### config.mk
export PLATFORM = sky130hd
export DESIGN_NAME = block_sad_accumulator
export DESIGN_NICKNAME = d
export VERILOG_FILES = /design/src/hw/rtl/bsad_pkg.sv /design/src/hw/rtl/bsad_lane.sv /design/src/hw/rtl/bsad_merge.sv /design/src/hw/rtl/block_sad_accumulator.sv
export SDC_FILE = /design/constraint.sdc
export NUM_CORES = 1
export LEC_CHECK = 0
export ABC_CLOCK_PERIOD_IN_PS = 9500
export BUFFER_PORTS_ARGS = -buffer_cell sky130_fd_sc_hd__buf_2
export CORE_MARGIN = 8
export CORE_UTILIZATION = 37
export CTS_BUF_LIST = sky130_fd_sc_hd__clkbuf_8
export DETAILED_ROUTE_END_ITERATION = 8
export PLACE_DENSITY = 0.57
export RECOVER_POWER = 50
export SETUP_SLACK_MARGIN = 0.5
export SKIP_LAST_GASP = 1
export SLEW_MARGIN = 5
export SYNTH_ARGS = -nofsm -noshare
export SYNTH_HDL_FRONTEND = slang
export SYNTH_SLANG_ARGS = --single-unit
### constraint.sdc
create_clock -name clock -period 9.5 [get_ports clock]
set_clock_uncertainty 0.15 [all_clocks]
set_input_delay 0.475 -clock clock [delete_from_list [all_inputs] [get_ports clock]]
set_output_delay 0.475 -clock clock [all_outputs]
set_load 0.03 [all_outputs]
### src/hw/rtl/bsad_pkg.sv
// package: shared widths, constants and types of the block sad accumulator
`default_nettype none

package bsad_pkg;

   // lane geometry
   localparam int LANES = 8;
   localparam int PIX_W = 8;
   localparam int BUS_W = LANES * PIX_W;

   // sum of one request across all lanes: 8 * 255 fits in 11 bits
   localparam int SUM_W = 11;

   // running total and its saturation point
   localparam int SAD_W = 20;
   localparam logic [SAD_W-1:0] SAD_MAX = '1;

   // block size register
   localparam int CFG_W = 3;
   localparam logic [CFG_W-1:0] CFG_RESET = 3'd3;
   localparam logic [CFG_W-1:0] MIN_BLOCK_LOG2 = 3'd2;

   // per-lane absolute differences
   typedef logic [PIX_W-1:0] diff_array_type [LANES];

endpackage : bsad_pkg

`default_nettype wire

### src/hw/rtl/bsad_lane.sv
// lane: absolute difference of one source and one reference pixel
`default_nettype none

module bsad_lane
   import bsad_pkg::*;
(
   input  wire logic [PIX_W-1:0] pix_a,
   input  wire logic [PIX_W-1:0] pix_b,
   output logic      [PIX_W-1:0] abs_diff
);

   // subtract the smaller from the larger
   always_comb begin
      if (pix_a > pix_b) begin
         abs_diff = pix_a - pix_b;
      end else begin
         abs_diff = pix_b - pix_a;
      end
   end

endmodule : bsad_lane

`default_nettype wire

### src/hw/rtl/bsad_merge.sv
// merge: adds the lane differences of one request into one partial sum
`default_nettype none

module bsad_merge
   import bsad_pkg::*;
(
   input  wire diff_array_type       diffs,
   output logic      [SUM_W-1:0]     lane_sum
);

   // sum over the eight lanes
   always_comb begin
      lane_sum = '0;
      for (int i = 0; i < LANES; i++) begin
         lane_sum = lane_sum + SUM_W'(diffs[i]);
      end
   end

endmodule : bsad_merge

`default_nettype wire

### src/hw/rtl/block_sad_accumulator.sv
// top level: block sad accumulator with eight lanes and a running total
`default_nettype none

// Sum of absolute differences over a square block of unsigned 8-bit pixels.
// Each request carries eight source and eight reference pixels in row-major
// order; a block of n x n pixels takes n*n/8 requests (2 for 4x4, 512 for
// 64x64) and produces one result with the block total, after which the total
// and the request count clear. A request is accepted every cycle while the
// result register is free or being taken: eight lanes form the differences
// into a stage register, and one accumulator adds their sum per cycle. The
// result is valid once the last request of a block has left the stage register.
// csr_block_size_log2 takes log2 of n; values below 2 act as 2 and values
// above MAX_BLOCK_LOG2 act as MAX_BLOCK_LOG2. A size change does not clear
// the count; the block ends at the first request that reaches or passes the
// request total of the size in force. The total saturates at its 20-bit max.
module block_sad_accumulator
   import bsad_pkg::*;
#(
   parameter int MAX_BLOCK_LOG2 = 6
)(
   input  wire logic             clock,
   input  wire logic             reset,

   input  wire logic             csr_valid,
   output logic                  csr_ready,
   input  wire logic [CFG_W-1:0] csr_block_size_log2,

   input  wire logic             req_valid,
   output logic                  req_ready,
   input  wire logic [BUS_W-1:0] req_src_pixels,
   input  wire logic [BUS_W-1:0] req_ref_pixels,

   output logic                  rsp_valid,
   input  wire logic             rsp_ready,
   output logic      [SAD_W-1:0] rsp_sad_total
);

   // count width: stored count holds up to the largest total minus one
   localparam int CNT_W  = 2 * MAX_BLOCK_LOG2 - 3;
   localparam int CNTP_W = CNT_W + 1;
   localparam int SH_W   = 4;

   logic [CFG_W-1:0] cfg_ff;
   logic [CFG_W-1:0] cfg_in;

   logic             s1_valid_ff;
   logic             s1_valid_in;
   diff_array_type   s1_diffs_ff;
   diff_array_type   lane_diffs;

   logic [SAD_W-1:0] acc_ff;
   logic [SAD_W-1:0] acc_in;
   logic [CNT_W-1:0] count_ff;
   logic [CNT_W-1:0] count_in;

   logic             rsp_valid_ff;
   logic             rsp_valid_in;
   logic [SAD_W-1:0] rsp_total_ff;
   logic [SAD_W-1:0] rsp_total_in;

   logic [SUM_W-1:0]  lane_sum;
   logic [SAD_W:0]    sum_wide;
   logic [SAD_W-1:0]  sum_sat;
   logic [CFG_W-1:0]  eff_log2;
   logic [SH_W-1:0]   item_shift;
   logic [CNTP_W-1:0] items_need;
   logic [CNTP_W-1:0] count_next;
   logic              blk_done;
   logic              s1_fire;
   logic              req_fire;

   // configuration register, always ready
   assign csr_ready = 1'b1;

   always_comb begin
      cfg_in = cfg_ff;
      if (csr_valid) begin
         cfg_in = csr_block_size_log2;
      end
   end

   // lanes
   for (genvar g = 0; g < LANES; g++) begin : g_lane
      bsad_lane u_lane (
         .pix_a    (req_src_pixels[g*PIX_W +: PIX_W]),
         .pix_b    (req_ref_pixels[g*PIX_W +: PIX_W]),
         .abs_diff (lane_diffs[g])
      );
   end

   // merge of the registered lane differences
   bsad_merge u_merge (
      .diffs    (s1_diffs_ff),
      .lane_sum (lane_sum)
   );

   // handshake and stage advance
   assign s1_fire   = s1_valid_ff && (!rsp_valid_ff || rsp_ready);
   assign req_ready = !s1_valid_ff || s1_fire;
   assign req_fire  = req_valid && req_ready;

   // effective block size and request total
   always_comb begin
      if (cfg_ff < MIN_BLOCK_LOG2) begin
         eff_log2 = MIN_BLOCK_LOG2;
      end else if (cfg_ff > CFG_W'(MAX_BLOCK_LOG2)) begin
         eff_log2 = CFG_W'(MAX_BLOCK_LOG2);
      end else begin
         eff_log2 = cfg_ff;
      end
      item_shift = {eff_log2, 1'b0} - SH_W'(3);
      items_need = CNTP_W'(1) << item_shift;
      count_next = CNTP_W'(count_ff) + CNTP_W'(1);
      blk_done   = count_next >= items_need;
   end

   // saturating accumulate
   always_comb begin
      sum_wide = (SAD_W + 1)'(acc_ff) + (SAD_W + 1)'(lane_sum);
      if (sum_wide[SAD_W]) begin
         sum_sat = SAD_MAX;
      end else begin
         sum_sat = sum_wide[SAD_W-1:0];
      end
   end

   // next state of stage, accumulator and result
   always_comb begin
      s1_valid_in  = s1_valid_ff;
      acc_in       = acc_ff;
      count_in     = count_ff;
      rsp_valid_in = rsp_valid_ff;
      rsp_total_in = rsp_total_ff;
      if (rsp_valid_ff && rsp_ready) begin
         rsp_valid_in = 1'b0;
      end
      if (s1_fire) begin
         s1_valid_in = 1'b0;
         if (blk_done) begin
            acc_in       = '0;
            count_in     = '0;
            rsp_valid_in = 1'b1;
            rsp_total_in = sum_sat;
         end else begin
            acc_in   = sum_sat;
            count_in = count_next[CNT_W-1:0];
         end
      end
      if (req_fire) begin
         s1_valid_in = 1'b1;
      end
   end

   // control registers
   always_ff @(posedge clock) begin
      if (reset) begin
         cfg_ff       <= CFG_RESET;
         s1_valid_ff  <= 1'b0;
         acc_ff       <= '0;
         count_ff     <= '0;
         rsp_valid_ff <= 1'b0;
      end else begin
         cfg_ff       <= cfg_in;
         s1_valid_ff  <= s1_valid_in;
         acc_ff       <= acc_in;
         count_ff     <= count_in;
         rsp_valid_ff <= rsp_valid_in;
      end
   end

   // payload registers
   always_ff @(posedge clock) begin
      if (req_fire) begin
         s1_diffs_ff <= lane_diffs;
      end
      rsp_total_ff <= rsp_total_in;
   end

   assign rsp_valid     = rsp_valid_ff;
   assign rsp_sad_total = rsp_total_ff;

`ifndef SYNTHESIS
   // end of block clears the running state
   a_done_clears: assert property (@(posedge clock) disable iff (reset)
      (s1_fire && blk_done) |=> (acc_ff == '0 && count_ff == '0 && rsp_valid_ff))
      else $error("running state not cleared after block end");

   // requests stall only behind a held result
   a_stall_cause: assert property (@(posedge clock) disable iff (reset)
      !req_ready |-> (s1_valid_ff && rsp_valid_ff && !rsp_ready))
      else $error("request stalled without a held result");

   // a stalled stage keeps its request
   a_stage_hold: assert property (@(posedge clock) disable iff (reset)
      (s1_valid_ff && !s1_fire) |=> (s1_valid_ff && $stable(count_ff) && $stable(acc_ff)))
      else $error("stalled stage lost its request");
`endif

endmodule : block_sad_accumulator

`default_nettype wire
==> impl_metrics.py <==
metrics = {
    "sta": {
        "period_share": 0.804,
        "fmax_ghz": 0.131,
        "fin_tns_setup_ns": 0,
        "relSlewSlack": -1.27,
        "min_period_ns": 7.64,
        "worst_pin_slew_ns": 3.40,
        "setup_viol_count_final": 0,
        "finalMaxSlewViolations": 98,
        "fin_ws_ns": 1.86,
        "hold_viol_final": 0,
        "rsz0062_at_grt": "false",
    },
    "layout": {
        "syn2layout_area_growth_pct": 12.2,
        "final_cell_mix": "inv_1, ha_1, buf_2, a21oi_1, edfxtp_1",
        "finalNonFillerCells": 1948,
        "final_common_cell": "inv_1",
        "drive_gt1_frac": 0.140,
        "finalNetCount": 1840,
        "diodes": 0,
    },
    "logic_synthesis": {
        "synth_nets": 1689,
        "synthCells": 1336,
        "synth_top_flop_cell": "edfxtp_1",
        "synth_area_per_cell_um2": 9.29,
        "async_flop_share": 0,
        "seq_area_frac_synth": 0.258,
        "synth_warnings": 0,
        "synth-edff-count": 84,
        "synth_area_um2": 12400,
        "yosysUniqueCellTypes": 77,
        "yosys_register_bits": 118,
    },
    "cts": {
        "cts_buffers": 17,
        "ctsResizeCount": 0,
        "postCtsHoldBufs": 0,
        "cts_max_level": 4,
        "insertion_delay_ns": 0.44,
        "clkTransAtPathRegs_ns": 0.08,
        "clock_sink_count": 118,
        "cts_tree": "yes",
        "root_buffer": "clkbuf_8",
        "clk_path_buf_depth": 2,
        "post-cts-setup-buffers": 0,
    },
    "critical_path": {
        "worstPathRequired_ns": 9.69,
        "crit_fanout": 24,
        "r2r_setup_slack_ns": 1.86,
        "path_class": "register to register",
        "worstSetupEndpointType": "register",
        "cp-start-kind": "register",
        "critPathArrivalTime_ns": 7.83,
    },
    "global_routing": {
        "grt_use_total": 0.143,
        "grt_max_degree": 65,
        "grt_pass1_vias": 9675,
        "grt_pass1_wl_um": 46700,
        "antenna_found_initial": 0,
        "grt_overflow": 0,
    },
    "detailed_routing": {
        "drc": 0,
        "antenna_left": 0,
        "first_pass_iters": 7,
        "viasPerCell": 5.01,
        "vias": 9757,
        "drt_iter0_drc": 441,
        "wl_um": 28600,
        "wire_per_inst_um": 14.7,
    },
    "die": {
        "die-area_um2": 39700,
        "num_rows": 67,
        "fp.dieW_um": 199,
        "pin_count": 159,
        "core_um2": 33300,
        "die_h_um": 199,
        "start_util": 0.373,
    },
    "placed_design": {
        "port_buffers": 157,
        "dp.cells": 1916,
        "pre_cts_ws_ns": 1.87,
        "dp_hpwl_um": 23600,
        "gp_congestion": 0.849,
    },
    "status": {
        "failed_checks": "max-capacitance violations, max-slew violations",
        "status": "finished with violations",
    },
    "worst_hold_path": {
        "hold_class": "input port to register",
    },
    "job": {
        "maxCapViolCount": 2,
    },
}
-- synthesized netlist by cell type (34+ instances only) --
| master | n | area share |
|---|---|---|
| inv_1 | 236 | 0.071 |
| ha_1 | 161 | 0.16 |
| a21oi_1 | 94 | 0.038 |
| edfxtp_1 | 84 | 0.20 |
| nand2_1 | 72 | 0.022 |
| fa_1 | 56 | 0.090 |
| xnor2_1 | 49 | 0.035 |
| a21o_1 | 48 | 0.029 |
| nor2_1 | 44 | 0.013 |
| nand3_1 | 42 | 0.017 |
| o21ai_0 | 38 | 0.015 |
| mux2i_1 | 35 | 0.028 |
| dfxtp_1 | 34 | 0.055 |
-- stage by stage --
step | utilization | instance area, um^2 | hold slack [ns]
floorplan | - | 12400 | 0.286
global placement | 0.410 | 13700 | 0.309
detailed placement | 0.410 | 13700 | 0.315
CTS | 0.421 | 14000 | 0.0662
global route | 0.419 | 13900 | 0.0705
finish | 0.419 | 13900 | 0.0940
-- final timing paths --
check | startpoint | to | cells past startpoint
worst max register to register | s1_diffs_ff[48] | acc_ff[18] | 27
worst min register to register | acc_ff[0] | acc_ff[0] | 2
worst max-delay path | s1_diffs_ff[48] | acc_ff[18] | 27
worst min-delay path | csr_block_size_log2[0] | cfg_ff[0] | 3
-- flip-flops by register name, indices dropped and copies added (netlist names) --
register and count:
s1_diffs_ff 64, acc_ff 20, rsp_sad_total 20, count_ff 9
cfg_ff 3, rsp_valid 1, s1_valid_ff 1
-- final cells by class --
type | instances | area [um^2]
clock buffers | 17 | 234
clock inverters | 15 | 121
fillers | 3350 | 19400
inverters | 237 | 890
multi-input cells | 952 | 8150
flip-flops and latches | 118 | 3200
well taps | 448 | 561
repair buffers | 161 | 776
-- critical path, stage by stage, from the launching register on --
cell and delay, ns:
edfxtp_1 0.33, ha_1 0.16, inv_1 0.06, fa_1 0.39, nor2b_1 0.12, o21ai_0 0.09
a21boi_0 0.26, nor2_1 0.10, fa_1 0.48, inv_1 0.05, fa_1 0.50, fa_1 0.51
fa_1 0.51, inv_1 0.04, ha_1 0.31, inv_1 0.08, o21bai_1 0.09, a2111oi_0 0.64
o31ai_1 0.16, a21oi_1 0.19, xnor2_1 0.08, ha_1 0.31, inv_1 0.08, a211o_1 0.24
o221ai_2 0.29, or3b_1 0.73, a31o_2 0.38, a211oi_1 0.21
-- per-layer routing --
metal / routed length, um / GRT usage / vias up
met5: 0 / 0 / -
met1: 13200 / 0.179 / 4597
li1: - / - / 5000
met4: 207 / 0.0305 / 0
met3: 1030 / 0.0248 / 11
met2: 14200 / 0.254 / 149
-- logic make-up (layout without fill, tap and decap cells) --
family,count (synthesis),count (layout),synth area share
mux,42,42,0.0364
fa+ha+maj,217,217,0.253
xor+xnor,75,75,0.0529
flops,118,118,0.258
buf+inv,266,430,0.0823
simple gates,282,282,0.120
compound gates,335,335,0.197
other cells,1,1,0.000302
Power is not shown: default switching activity piles up to over one toggle a cycle in this logic, so the estimate is an artifact.
